File: config.mk
export PLATFORM = sky130hd
export DESIGN_NAME = gyro_bias_calibrator_flat
export DESIGN_NICKNAME = d
export VERILOG_FILES = /design/src/sv/gbc_pkg.sv /design/src/sv/gbc_in_if.sv /design/src/sv/gbc_out_if.sv /design/src/sv/gbc_div.sv /design/src/sv/gyro_bias_calibrator.sv /design/src/flat_wrapper.sv
export SDC_FILE = /design/constraint.sdc
export NUM_CORES = 1
export LEC_CHECK = 0
export BUFFER_PORTS_ARGS = -buffer_cell sky130_fd_sc_hd__buf_2
export CAP_MARGIN = 30
export CORE_MARGIN = 2
export CORE_UTILIZATION = 50
export DETAILED_ROUTE_END_ITERATION = 10
export PLACE_DENSITY = 0.68
export SYNTH_ARGS = -nofsm -noshare
export SYNTH_HDL_FRONTEND = slang
export SYNTH_SLANG_ARGS = --single-unit
File: constraint.sdc
create_clock -name clk -period 8.5 [get_ports clk]
set_clock_uncertainty 0.05 [all_clocks]
set_input_delay 1.7 -clock clk [delete_from_list [all_inputs] [get_ports clk]]
set_output_delay 1.7 -clock clk [all_outputs]
set_load 0.03 [all_outputs]
File: src/sv/gbc_pkg.sv
// shared types, constants and helpers of the gyro bias calibrator
`default_nettype none

package gbc_pkg;

  // defaults for the top level parameters
  localparam int SAMPLE_WIDTH_DEF = 16;
  localparam int COUNT_WIDTH_DEF  = 16;
  localparam int FRAC_BITS_DEF    = 8;

  localparam int NUM_AXES = 3;
  localparam int AXIS_W   = 2;
  localparam int CFG_W    = 16;
  localparam int SUM_W    = 32;
  localparam int ACC_W    = SUM_W + 2;
  localparam int OFF_W    = 24;
  localparam int PHASE_W  = 2;

  localparam logic [CFG_W-1:0] CFG_COUNT_RESET = 16'd1000;

  localparam logic [PHASE_W-1:0] PH_READY   = 2'd0;
  localparam logic [PHASE_W-1:0] PH_WAIT    = 2'd1;
  localparam logic [PHASE_W-1:0] PH_COLLECT = 2'd2;

  localparam logic signed [ACC_W-1:0] SUM_HI = ACC_W'(64'sd2147483647);
  localparam logic signed [ACC_W-1:0] SUM_LO = -(ACC_W'(64'sd2147483648));

  // magnitude limits of the mean offsets
  localparam longint unsigned OFF_POS_MAX = 64'd8388607;
  localparam longint unsigned OFF_NEG_MAG = 64'd8388608;

  typedef struct packed {
    logic busy;
    logic done;
  } div_stat_t;

  function automatic logic signed [SUM_W-1:0] sat_sum(input logic signed [ACC_W-1:0] v);
    logic signed [SUM_W-1:0] res;
    if (v > SUM_HI) begin
      res = SUM_HI[SUM_W-1:0];
    end else if (v < SUM_LO) begin
      res = SUM_LO[SUM_W-1:0];
    end else begin
      res = v[SUM_W-1:0];
    end
    return res;
  endfunction

endpackage

`default_nettype wire

File: src/sv/gbc_in_if.sv
// input channel of the gyro bias calibrator: one gyro sample beat
`default_nettype none

interface gbc_in_if #(
  parameter int SAMPLE_WIDTH = gbc_pkg::SAMPLE_WIDTH_DEF
);
  logic                           valid;
  logic                           ready;
  logic                           start_request;
  logic                           device_still;
  logic signed [SAMPLE_WIDTH-1:0] rate_x;
  logic signed [SAMPLE_WIDTH-1:0] rate_y;
  logic signed [SAMPLE_WIDTH-1:0] rate_z;

  modport source (
    output valid, start_request, device_still, rate_x, rate_y, rate_z,
    input  ready
  );

  modport sink (
    input  valid, start_request, device_still, rate_x, rate_y, rate_z,
    output ready
  );
endinterface

`default_nettype wire

File: src/sv/gbc_out_if.sv
// result channel of the gyro bias calibrator: status and mean offsets
`default_nettype none

interface gbc_out_if;
  logic                                valid;
  logic                                ready;
  logic                                updated;
  logic [gbc_pkg::PHASE_W-1:0]         phase;
  logic                                calibrating;
  logic                                done_res;
  logic signed [gbc_pkg::OFF_W-1:0]    offset_x;
  logic signed [gbc_pkg::OFF_W-1:0]    offset_y;
  logic signed [gbc_pkg::OFF_W-1:0]    offset_z;

  modport source (
    output valid, updated, phase, calibrating, done_res, offset_x, offset_y, offset_z,
    input  ready
  );

  modport sink (
    input  valid, updated, phase, calibrating, done_res, offset_x, offset_y, offset_z,
    output ready
  );
endinterface

`default_nettype wire

File: src/sv/gbc_div.sv
// radix-2 restoring unsigned divider, one quotient bit per cycle
`default_nettype none

module gbc_div #(
  parameter int DW = 40,
  parameter int VW = 16
) (
  input  wire logic              clk,
  input  wire logic              rst_n,
  input  wire logic              start,
  input  wire logic [DW-1:0]     dividend,
  input  wire logic [VW-1:0]     divisor,
  output gbc_pkg::div_stat_t     stat,
  output logic      [DW-1:0]     quotient
);

  localparam int CNT_W = $clog2(DW + 1);

  logic             busy_r;
  logic             done_r;
  logic [CNT_W-1:0] cnt_r;
  logic [DW-1:0]    quo_r;
  logic [DW-1:0]    quo_nxt;
  logic [VW-1:0]    rem_r;
  logic [VW-1:0]    rem_nxt;
  logic [VW-1:0]    dvs_r;
  logic [VW:0]      trial;
  logic             fits;

  // shift the next dividend bit into the partial remainder
  assign trial   = {rem_r, quo_r[DW-1]};
  assign fits    = trial >= {1'b0, dvs_r};
  assign rem_nxt = fits ? VW'(trial - {1'b0, dvs_r}) : trial[VW-1:0];
  assign quo_nxt = {quo_r[DW-2:0], fits};

  always_ff @(posedge clk) begin
    if (!rst_n) begin
      busy_r <= 1'b0;
      done_r <= 1'b0;
      cnt_r  <= '0;
    end else begin
      done_r <= 1'b0;
      if (start) begin
        busy_r <= 1'b1;
        cnt_r  <= CNT_W'(DW);
      end else if (busy_r) begin
        cnt_r <= cnt_r - 1'b1;
        if (cnt_r == CNT_W'(1)) begin
          busy_r <= 1'b0;
          done_r <= 1'b1;
        end
      end
    end
  end

  always_ff @(posedge clk) begin
    if (start) begin
      quo_r <= dividend;
      rem_r <= '0;
      dvs_r <= divisor;
    end else if (busy_r) begin
      quo_r <= quo_nxt;
      rem_r <= rem_nxt;
    end
  end

  assign stat.busy = busy_r;
  assign stat.done = done_r;
  assign quotient  = quo_r;

  a_rem_below_divisor: assert property (@(posedge clk) disable iff (!rst_n)
    done_r |-> rem_r < dvs_r)
    else $error("remainder not below divisor at end of division");

  a_start_sets_busy: assert property (@(posedge clk) disable iff (!rst_n)
    start |=> busy_r)
    else $error("divider did not go busy after start");

  a_done_pulse: assert property (@(posedge clk) disable iff (!rst_n)
    done_r |=> !done_r && !busy_r)
    else $error("done held longer than one cycle");

endmodule

`default_nettype wire

File: src/sv/gyro_bias_calibrator.sv
// gyro bias calibrator: averages still gyro samples into zero-rate offsets
//
// in_bus carries one three-axis gyro sample per beat with a start request and a
// stillness flag; out_bus returns one status and offset beat for every input beat.
// cfg_we/cfg_wdata load the sample count; the user must write it only while the
// block is idle, as the block itself does not enforce this. A beat that only
// moves the phase (ready, wait, motion) goes from the idle state through the
// output state into the output register. A still sample while collecting
// recomputes the three running means through one shared serial divider, one axis
// after another, through a start and a divide state per axis. in_bus.ready is
// high only while the sequencer is idle, so one beat is worked on at a time.
// A finished result sits in the output register; the next beat is accepted while
// it waits, and its own result holds back until out_bus.ready frees the register.
// Reset (rst_n low, synchronous) returns to the ready phase with zero sums and
// offsets, an empty output register and a sample count of 1000.
`default_nettype none

module gyro_bias_calibrator #(
  parameter int SAMPLE_WIDTH = gbc_pkg::SAMPLE_WIDTH_DEF,
  parameter int COUNT_WIDTH  = gbc_pkg::COUNT_WIDTH_DEF,
  parameter int FRAC_BITS    = gbc_pkg::FRAC_BITS_DEF
) (
  input  wire logic                        clk,
  input  wire logic                        rst_n,
  input  wire logic                        cfg_we,
  input  wire logic [gbc_pkg::CFG_W-1:0]   cfg_wdata,
  gbc_in_if.sink                           in_bus,
  gbc_out_if.source                        out_bus
);

  localparam int CW      = COUNT_WIDTH;
  localparam int SUM_W   = gbc_pkg::SUM_W;
  localparam int ACC_W   = gbc_pkg::ACC_W;
  localparam int OFF_W   = gbc_pkg::OFF_W;
  localparam int CFG_W   = gbc_pkg::CFG_W;
  localparam int AXIS_W  = gbc_pkg::AXIS_W;
  localparam int NAX     = gbc_pkg::NUM_AXES;
  localparam int DW      = SUM_W + FRAC_BITS;

  typedef enum logic [3:0] {
    ST_IDLE  = 4'b0001,
    ST_START = 4'b0010,
    ST_DIV   = 4'b0100,
    ST_OUT   = 4'b1000
  } seq_state_t;

  seq_state_t                     state_r;
  logic [CFG_W-1:0]               cfg_count_r;
  logic [gbc_pkg::PHASE_W-1:0]    phase_r;
  logic                           busy_flag_r;
  logic [CW-1:0]                  left_r;
  logic [CW-1:0]                  n_r;
  logic [AXIS_W-1:0]              axis_r;
  logic signed [SUM_W-1:0]        sum_r  [NAX];
  logic signed [OFF_W-1:0]        mean_r [NAX];
  logic                           upd_r;
  logic                           done_pend_r;

  logic                           out_valid_r;
  logic                           out_updated_r;
  logic [gbc_pkg::PHASE_W-1:0]    out_phase_r;
  logic                           out_cal_r;
  logic                           out_done_r;
  logic signed [OFF_W-1:0]        out_off_r [NAX];

  logic                           in_fire;
  logic [CW+CFG_W-1:0]            count_ext;
  logic [CW-1:0]                  count_m;
  logic [CW-1:0]                  total;
  logic [CW-1:0]                  left_base;
  logic [CW-1:0]                  left_new;
  logic signed [SAMPLE_WIDTH-1:0] smp [NAX];
  logic signed [SUM_W-1:0]        sum_new [NAX];

  logic signed [SUM_W-1:0]        sum_sel;
  logic signed [DW-1:0]           prod;
  logic [DW-1:0]                  mag;
  logic                           neg;
  logic [DW-1:0]                  quo;
  logic signed [OFF_W-1:0]        mean_sat;
  gbc_pkg::div_stat_t             div_stat;
  logic                           div_start;
  logic                           out_load;

  assign in_fire = in_bus.valid && in_bus.ready;
  assign in_bus.ready = (state_r == ST_IDLE);

  // sample count taken modulo 2^COUNT_WIDTH, zero treated as one
  assign count_ext = {{CW{1'b0}}, cfg_count_r};
  assign count_m   = count_ext[CW-1:0];
  assign total     = (count_m == '0) ? CW'(1) : count_m;
  assign left_base = (left_r == '0 || left_r > total) ? total : left_r;
  assign left_new  = left_base - 1'b1;

  assign smp[0] = in_bus.rate_x;
  assign smp[1] = in_bus.rate_y;
  assign smp[2] = in_bus.rate_z;

  always_comb begin
    for (int i = 0; i < NAX; i++) begin
      sum_new[i] = gbc_pkg::sat_sum(ACC_W'(sum_r[i]) + ACC_W'(smp[i]));
    end
  end

  // divide |sum * 2^FRAC_BITS| by n, then restore the sign
  assign sum_sel = sum_r[axis_r];
  assign neg     = sum_sel[SUM_W-1];
  assign prod    = DW'(sum_sel) <<< FRAC_BITS;
  assign mag     = neg ? DW'(-prod) : DW'(prod);

  always_comb begin
    if (neg) begin
      if (quo > DW'(gbc_pkg::OFF_NEG_MAG)) begin
        mean_sat = OFF_W'(-(64'sd8388608));
      end else begin
        mean_sat = -($signed(quo[OFF_W-1:0]));
      end
    end else begin
      if (quo > DW'(gbc_pkg::OFF_POS_MAX)) begin
        mean_sat = OFF_W'(gbc_pkg::OFF_POS_MAX);
      end else begin
        mean_sat = $signed(quo[OFF_W-1:0]);
      end
    end
  end

  assign div_start = (state_r == ST_START);

  gbc_div #(
    .DW (DW),
    .VW (CW)
  ) u_div (
    .clk      (clk),
    .rst_n    (rst_n),
    .start    (div_start),
    .dividend (mag),
    .divisor  (n_r),
    .stat     (div_stat),
    .quotient (quo)
  );

  assign out_load = (state_r == ST_OUT) && (!out_valid_r || out_bus.ready);

  always_ff @(posedge clk) begin
    if (!rst_n) begin
      cfg_count_r <= gbc_pkg::CFG_COUNT_RESET;
    end else if (cfg_we) begin
      cfg_count_r <= cfg_wdata;
    end
  end

  always_ff @(posedge clk) begin
    if (!rst_n) begin
      state_r     <= ST_IDLE;
      phase_r     <= gbc_pkg::PH_READY;
      busy_flag_r <= 1'b0;
      left_r      <= '0;
      n_r         <= CW'(1);
      axis_r      <= '0;
      upd_r       <= 1'b0;
      done_pend_r <= 1'b0;
      for (int i = 0; i < NAX; i++) begin
        sum_r[i]  <= '0;
        mean_r[i] <= '0;
      end
    end else begin
      case (state_r)
        ST_IDLE: begin
          if (in_fire) begin
            upd_r       <= 1'b1;
            done_pend_r <= 1'b0;
            state_r     <= ST_OUT;
            case (phase_r)
              gbc_pkg::PH_WAIT: begin
                busy_flag_r <= 1'b1;
                left_r      <= total;
                phase_r     <= gbc_pkg::PH_COLLECT;
                for (int i = 0; i < NAX; i++) begin
                  sum_r[i]  <= '0;
                  mean_r[i] <= '0;
                end
              end
              gbc_pkg::PH_COLLECT: begin
                if (in_bus.device_still) begin
                  left_r  <= left_new;
                  n_r     <= total - left_new;
                  axis_r  <= '0;
                  state_r <= ST_START;
                  for (int i = 0; i < NAX; i++) begin
                    sum_r[i] <= sum_new[i];
                  end
                  if (left_new == '0) begin
                    done_pend_r <= 1'b1;
                    busy_flag_r <= 1'b0;
                    phase_r     <= gbc_pkg::PH_READY;
                  end
                end else begin
                  phase_r <= gbc_pkg::PH_WAIT;
                end
              end
              default: begin
                // unused phase code behaves as ready
                if (in_bus.start_request) begin
                  phase_r <= gbc_pkg::PH_WAIT;
                end else begin
                  phase_r <= gbc_pkg::PH_READY;
                  upd_r   <= 1'b0;
                end
              end
            endcase
          end
        end
        ST_START: begin
          state_r <= ST_DIV;
        end
        ST_DIV: begin
          if (div_stat.done) begin
            mean_r[axis_r] <= mean_sat;
            if (axis_r == AXIS_W'(NAX - 1)) begin
              state_r <= ST_OUT;
            end else begin
              axis_r  <= axis_r + 1'b1;
              state_r <= ST_START;
            end
          end
        end
        ST_OUT: begin
          if (out_load) begin
            state_r <= ST_IDLE;
          end
        end
        default: begin
          state_r <= ST_IDLE;
        end
      endcase
    end
  end

  always_ff @(posedge clk) begin
    if (!rst_n) begin
      out_valid_r <= 1'b0;
    end else if (out_load) begin
      out_valid_r <= 1'b1;
    end else if (out_bus.ready) begin
      out_valid_r <= 1'b0;
    end
  end

  always_ff @(posedge clk) begin
    if (out_load) begin
      out_updated_r <= upd_r;
      out_phase_r   <= phase_r;
      out_cal_r     <= busy_flag_r;
      out_done_r    <= done_pend_r;
      for (int i = 0; i < NAX; i++) begin
        out_off_r[i] <= mean_r[i];
      end
    end
  end

  assign out_bus.valid       = out_valid_r;
  assign out_bus.updated     = out_updated_r;
  assign out_bus.phase       = out_phase_r;
  assign out_bus.calibrating = out_cal_r;
  assign out_bus.done_res    = out_done_r;
  assign out_bus.offset_x    = out_off_r[0];
  assign out_bus.offset_y    = out_off_r[1];
  assign out_bus.offset_z    = out_off_r[2];

  a_div_start_idle: assert property (@(posedge clk) disable iff (!rst_n)
    div_start |-> !div_stat.busy)
    else $error("divider started while still busy");

  a_divisor_nonzero: assert property (@(posedge clk) disable iff (!rst_n)
    div_start |-> n_r != '0 && n_r <= total)
    else $error("sample divisor out of range");

  a_done_leaves_run: assert property (@(posedge clk) disable iff (!rst_n)
    out_valid_r && out_done_r |-> out_phase_r == gbc_pkg::PH_READY && !out_cal_r)
    else $error("done beat without return to ready");

  a_no_accept_while_working: assert property (@(posedge clk) disable iff (!rst_n)
    (state_r == ST_DIV) |-> !in_bus.ready && div_stat.busy || div_stat.done)
    else $error("sequencer waiting on an idle divider");

endmodule

`default_nettype wire
File: src/flat_wrapper.sv
// flat-port wrapper written by rule: the top's interface ports become plain ports
module gyro_bias_calibrator_flat 
#(
  parameter int SAMPLE_WIDTH = gbc_pkg::SAMPLE_WIDTH_DEF,
  parameter int COUNT_WIDTH  = gbc_pkg::COUNT_WIDTH_DEF,
  parameter int FRAC_BITS    = gbc_pkg::FRAC_BITS_DEF
)
  (clk, rst_n, cfg_we, cfg_wdata, in_bus_valid, in_bus_start_request, in_bus_device_still, in_bus_rate_x, in_bus_rate_y, in_bus_rate_z, in_bus_ready, out_bus_valid, out_bus_updated, out_bus_phase, out_bus_calibrating, out_bus_done_res, out_bus_offset_x, out_bus_offset_y, out_bus_offset_z, out_bus_ready);
  gbc_in_if #(.SAMPLE_WIDTH(SAMPLE_WIDTH)) in_bus_i ();
  gbc_out_if out_bus_i ();
  input  wire logic clk;
  input  wire logic rst_n;
  input  wire logic cfg_we;
  input  wire logic [gbc_pkg::CFG_W-1:0] cfg_wdata;
  input wire logic [$bits(in_bus_i.valid)-1:0] in_bus_valid;
  input wire logic [$bits(in_bus_i.start_request)-1:0] in_bus_start_request;
  input wire logic [$bits(in_bus_i.device_still)-1:0] in_bus_device_still;
  input wire logic [$bits(in_bus_i.rate_x)-1:0] in_bus_rate_x;
  input wire logic [$bits(in_bus_i.rate_y)-1:0] in_bus_rate_y;
  input wire logic [$bits(in_bus_i.rate_z)-1:0] in_bus_rate_z;
  output wire logic [$bits(in_bus_i.ready)-1:0] in_bus_ready;
  output wire logic [$bits(out_bus_i.valid)-1:0] out_bus_valid;
  output wire logic [$bits(out_bus_i.updated)-1:0] out_bus_updated;
  output wire logic [$bits(out_bus_i.phase)-1:0] out_bus_phase;
  output wire logic [$bits(out_bus_i.calibrating)-1:0] out_bus_calibrating;
  output wire logic [$bits(out_bus_i.done_res)-1:0] out_bus_done_res;
  output wire logic [$bits(out_bus_i.offset_x)-1:0] out_bus_offset_x;
  output wire logic [$bits(out_bus_i.offset_y)-1:0] out_bus_offset_y;
  output wire logic [$bits(out_bus_i.offset_z)-1:0] out_bus_offset_z;
  input wire logic [$bits(out_bus_i.ready)-1:0] out_bus_ready;
  assign in_bus_i.valid = in_bus_valid;
  assign in_bus_i.start_request = in_bus_start_request;
  assign in_bus_i.device_still = in_bus_device_still;
  assign in_bus_i.rate_x = in_bus_rate_x;
  assign in_bus_i.rate_y = in_bus_rate_y;
  assign in_bus_i.rate_z = in_bus_rate_z;
  assign in_bus_ready = in_bus_i.ready;
  assign out_bus_valid = out_bus_i.valid;
  assign out_bus_updated = out_bus_i.updated;
  assign out_bus_phase = out_bus_i.phase;
  assign out_bus_calibrating = out_bus_i.calibrating;
  assign out_bus_done_res = out_bus_i.done_res;
  assign out_bus_offset_x = out_bus_i.offset_x;
  assign out_bus_offset_y = out_bus_i.offset_y;
  assign out_bus_offset_z = out_bus_i.offset_z;
  assign out_bus_i.ready = out_bus_ready;
  gyro_bias_calibrator #(.SAMPLE_WIDTH(SAMPLE_WIDTH), .COUNT_WIDTH(COUNT_WIDTH), .FRAC_BITS(FRAC_BITS)) u_core (.clk(clk), .rst_n(rst_n), .cfg_we(cfg_we), .cfg_wdata(cfg_wdata), .in_bus(in_bus_i), .out_bus(out_bus_i));
endmodule
---- Yosys cells after proc, flatten, opt, wreduce, memory -nomap -nowiden ----
Memory sizes are Yosys's and may differ from the RTL's. A register that Yosys moved wholly into a read port is not among the register bits.
Cells that the tools add are included.
word-level totals
  flip-flop bits (word level) ............. 145
  memory bits (writable) .................. 240
  bits of input ports ..................... 71
  logic and storage cells ................. 177
  memories ................................ 3
cells by class
  add/sub/neg operators ................... 10
  $lt $le $gt $ge ......................... 10
  equality and inequality tests ........... 17
  muxes and demuxes ....................... 82
  bitwise operators ....................... 11
  reduce and logical (&&, ||, !) cells .... 23
memories
  name              words  bits a word  rd ports  clocked after Yosys merged registers in  write ports  line                        RTL
  u_core.sum_r      3      32           4         1                                        3            gyro_bias_calibrator.sv:54  logic signed [SUM_W-1:0] sum_r [NAX];
  u_core.mean_r     3      24           3         0                                        3            gyro_bias_calibrator.sv:55  logic signed [OFF_W-1:0] mean_r [NAX];
  u_core.out_off_r  3      24           3         0                                        3            gyro_bias_calibrator.sv:64  logic signed [OFF_W-1:0] out_off_r [NAX];
operator list
  kind                   count
  $mux 32                12
  $mux 24                7
  $mux 40                3
  $gt 34x32->1 const B   3
  $lt 34x32->1 const B   3
  $add 32x16->33         3
  $mux 16                4
  $logic_not 16->1       3
  $gt 40x23->1 const B   1
  $gt 40x24->1 const B   1
  $neg 40->40            1
  $mux 1                 33
  $pmux 16 s2            1
  $sub 16x16->16         2
  $mux 4                 6
  $neg 24->24            1
  $reduce_or 24->1       1
  $mux 2                 10
  $ge 17x16->1           1
  $gt 16x16->1           1
  $pmux 4 s4             1
  $sub 16x1->16 const B  1
  $mux 6                 2
  $ne 2x2->1 const B     6
  26 further kinds       46

---- Longest topological paths before layout ----
  depth in word-level cells ............... 10
  gate-level depth with buffers ........... 31
  mapped depth without buffers ............ 28

---- Hierarchy ----
Synthesis repeated with hierarchy kept, for this count alone.
unflattened totals
  cells, all modules ...................... 2346
  area total of the unflattened synthesis .. 23726.5 µm²
by module, submodules not included
  module                instances  cells each  area each (µm²)  seq. area each (µm²)
  gyro_bias_calibrator  1          1984        19588.8          8598.2
  gbc_div               1          362         4137.7           2162.1

---- Worst setup path before layout ----
OpenSTA, ideal clock, no wires.
  kind .................................... register to register
  from .................................... register u_core.cfg_count_r[4]
  to ...................................... register u_core.n_r[10]
  library setup time ...................... 0.115 ns
  arrival ................................. 5.889 ns
  slack ................................... 2.446 ns
  stages on the path, launching flop included .. 29
  path buffers ............................ 3
  period minus slack after synthesis ...... 6.054 ns
  cell sequence ........................... dfxtp_1 > clkbuf_1 > nor4_1 > and4_1 > clkbuf_1 > a21o_1 > ha_1 > nor2b_1 > o211ai_1 > a21boi_0 > o31ai_1 > nand2_1 > clkbuf_1 > a21oi_1 > ha_1 > nor3b_1 > xnor2_1 > nor2_1 > nor2_1 > ha_1 > a21o_1 > a21oi_1 > a21oi_1 > a211o_1 > maj3_1 > a21o_1 > nor2_1 > o41ai_1 > and2_1
between the ends
  cells in the longest elaborated chain, start to end .. 7
ends and longest elaborated chain
  what                      line                         RTL
  start: declaration        gyro_bias_calibrator.sv:48   logic [CFG_W-1:0] cfg_count_r;
  start signal: assignment  gyro_bias_calibrator.sv:146  cfg_count_r <= gbc_pkg::CFG_COUNT_RESET;
  start signal: assignment  gyro_bias_calibrator.sv:148  cfg_count_r <= cfg_wdata;
  $logic_not 16->1          gyro_bias_calibrator.sv:91   assign total = (count_m == '0) ? CW'(1) : count_m;
  $mux 16 (*)               gyro_bias_calibrator.sv:91
  $gt 16x16->1              gyro_bias_calibrator.sv:92   assign left_base = (left_r == '0 || left_r > total) ? total : left_r;
  $logic_or 1x1->1          gyro_bias_calibrator.sv:92
  $mux 16                   gyro_bias_calibrator.sv:92
  $sub 16x1->16             gyro_bias_calibrator.sv:93   assign left_new = left_base - 1'b1;
  $sub 16x16->16 (*)        gyro_bias_calibrator.sv:186  n_r <= total - left_new;
  end signal: assignment    gyro_bias_calibrator.sv:186
  end: declaration          gyro_bias_calibrator.sv:52   logic [CW-1:0] n_r;
Every way passes the cells marked *; elsewhere a longest branch is shown, timed or not.
A chain may end at the register's enable or synchronous reset.

---- Final worst setup path ----
  from .................................... register u_core.cfg_count_r[4]
  to ...................................... register u_core.n_r[15]
The elaborated chain is that of the path after synthesis.

==> reports/qor.yml <==
regToRegStartpoint: "u_core.cfg_count_r[4]"
yosysWarnings: 0
core_um2: 45500
hold_buffers: 0
post_cts_buffers: 0
ys_seq_elements: 387
period_minus_slack_ns: 6.91
min_to: "u_core.out_off_r[0][37]"
slew_headroom_pct: 37.0
crit_path_frequent_cell: "a21oi_1"
die_area_um2: 48000
final_nets: 2723
yosysMostFrequentCell: "edfxtp_1"
finalInstanceArea_um2: 26000
tightest_slew_ns: 0.936
yosys-top-cells-count: "edfxtp_1, a21oi_1, nor2_1, nand2_1, o21ai_0"
first_pass_iters: 5
synth_top_cell_by_area: "edfxtp_1"
clkTransAtPathRegs_ns: 0.07
htreeDepth: 2
cts_buffers: 43
critPathCaptureType: "register"
ys_seq_area_share_pct: 46.5
synth.distinct_cells: 73
vias: 17930
leakagePower_nw: 10.8
finalWeightedCongestion: 0.924
path_delay_family: "compound AO/OA/AOI/OAI gates"
syn-instance-count: 2380
clock_sinks: 387
finalCritPeriodShare_pct: 81.3
initial_core_util_pct: 50.9
postSynth.asyncResetShare_pct: 0
crit_fanout: 11
dp_hpwl_um: 39300
diodes: 0
drive_gt1_share_pct: 11.2
finalSetupTns_ns: 0
cts_buffer_depth: 3
antenna_found_initial: 1
ys_top_cells_by_area: "edfxtp_1, ha_1, dfxtp_1"
drc: 0
synth_flop_cell: "edfxtp_1"
drtAntennaViolNets: 0
fmax_mhz: 145
hold_class: "register to register"
ios: 150
synth_top_cell_area_share_pct: 39.1
drt-total-wl_um: 54500
grt-ovfl-total: 0
grt_pass1_vias: 17273
clock_latency_ns: 0.58
status: "complete, no violations"
path_class: "register to register"
synth_area_um2: 23100
hold_viol: 0
synth_edf_count: 301
grt_util_all_layers_pct: 22.7
fillers: 4011
timing.reg2reg.worst_path_depth: 28
setup_viol: 0
dpl_cell_area_um2: 24500
maxCapViolations: 0
num_rows: 78
viasPerCell: 5.73
timing.final.ws_setup_ns: 1.59
cts_root_buffer: "clkbuf_16"
r2r_slack_ns: 1.59
port_buffers: 149
hold_start: "u_core.mean_r[1][13]"
grt_pass1_wl_um: 88500
grt_max_degree: 84
synth_nets: 2609
cts_resized: 0
grt_setup_unrepaired: "no"
max_stage_delay_ns: 0.55
powerDensity_nw_per_um2: 228
die_w_um: 219
critPathSlowestCell: "o31ai_1"
arrival_ns: 7.31
critPathRequiredTime_ns: 8.90
syn_to_final_growth_pct: 12.6
syn_avg_cell_area_um2: 9.72
pre_cts_ws_ns: 1.72
drv_slew: 0
r2r-end: "u_core.n_r[15]"
drt_iter0_markers: 1174
peakVddDrop_v: 0.000136
die_y_um: 219
path_buf_inv: 1
whs_path_depth: 0
start_kind: "register"
wire_per_inst_um: 17.4
cts_tree: "done"
-- registers in the layout (all words and copies together) (netlist names), 6 cells and up, named ones only --
name,cells
u_core.cfg_count_r,16
u_core.sum_r,96
u_core.mean_r,72
u_core.u_div.rem_r,16
u_core.n_r,16
u_core.left_r,16
u_core.u_div.quotient,40
u_core.u_div.dvs_r,16
u_core.u_div.cnt_r,6
u_core.out_off_r,72
-- layer usage --
| metal | up-vias | GRT usage (%) | routed length (µm) |
|---|---|---|---|
| met2 | 491 | 37.8 | 25300 |
| li1 | 8909 | - | - |
| met4 | 2 | 5.95 | 1210 |
| met3 | 99 | 3.30 | 2780 |
| met5 | - | 0 | 13 |
| met1 | 8429 | 31.1 | 25200 |
-- power breakdown --
group          switching (W)  internal, W  leakage, nW
Sequential         0.0000866      0.00218         3.64
Combinational        0.00101     0.000682         6.40
Clock               0.000787      0.00120        0.733
-- placed cells by master (no fill, tap or decap), types with 12 or more instances in the layout --
| cell | instances |
|---|---|
| edfxtp_1 | 301 |
| a21oi_1 | 234 |
| nor2_1 | 232 |
| nand2_1 | 215 |
| o21ai_0 | 203 |
| ha_1 | 153 |
| buf_2 | 149 |
| xnor2_1 | 101 |
| inv_1 | 92 |
| dfxtp_1 | 84 |
| a21o_1 | 81 |
| mux2i_1 | 60 |
| xor2_1 | 57 |
| clkbuf_16 | 43 |
| nand3_1 | 39 |
| nor2b_1 | 38 |
| nor3_1 | 35 |
| nand2b_1 | 25 |
| buf_4 | 22 |
| or3_1 | 18 |
| o211ai_1 | 17 |
| nand4_1 | 17 |
| o31ai_1 | 16 |
| and2_1 | 16 |
| nor4_1 | 15 |
| a211oi_1 | 15 |
| a31oi_1 | 14 |
| o21bai_1 | 14 |
| and3_1 | 12 |
-- cell type report --
type                            instances  area, µm²  area share [%]
Clock buffer                           48       1110            4.28
Timing Repair Buffer                  176       1040            3.98
Multi-Input combinational cell       1793      11600            44.6
Tap cell                              600        751            2.88
Sequential cell                       387      10800            41.3
Clock inverter                         30        404            1.55
Inverter                               93        349            1.34
-- worst register-to-register path: cells and delay by family (launching register included) --
| family | cells | cell delay (ns) |
|---|---|---|
| buffers and inverters | 1 | 0.19 |
| multiplexers | 1 | 0.29 |
| AND/OR/NAND/NOR | 9 | 2.14 |
| adder cells (fa/ha/maj) | 3 | 0.78 |
| AO/OA/AOI/OAI | 12 | 2.62 |
| XOR/XNOR | 2 | 0.31 |
| flip-flops | 1 | 0.39 |
-- through the flow --
step / hold WS [ns] / util [%] / total power [W] / std cells
final: 0.363 / 57.3 / 0.00595 / 3127
after global routing: 0.372 / 57.3 / 0.00627 / 3127
after CTS: 0.363 / 57.2 / 0.00598 / 3126
after detailed placement: 0.355 / 53.9 / 0.00397 / 3048
after global placement: 0.351 / 53.7 / 0.00393 / 3044
after floorplan: 0.350 / - / 0.00358 / 2380
-- how the worst max path moves through the flow --
stage,startpoint,to,slack (ns),cells past startpoint
detailed placement,u_core.cfg_count_r[11],u_core.n_r[14],1.72,25
global placement,u_core.cfg_count_r[11],u_core.n_r[10],1.95,25
CTS,u_core.cfg_count_r[4],u_core.n_r[14],1.67,26
floorplan,u_core.cfg_count_r[4],u_core.n_r[10],2.45,28
global route,u_core.cfg_count_r[11],u_core.n_r[15],0.94,27
finish,u_core.cfg_count_r[4],u_core.n_r[15],1.59,28
-- logic make-up after synthesis --
kind of cell    share of synthesized area [%]
simple gates                             14.3
compound gates                           18.1
flops                                    46.5
buf+inv                                  3.28
fa+ha+maj                                8.80
xor+xnor                                 5.98
mux                                      3.03
Power figures use the tool's default switching activity.
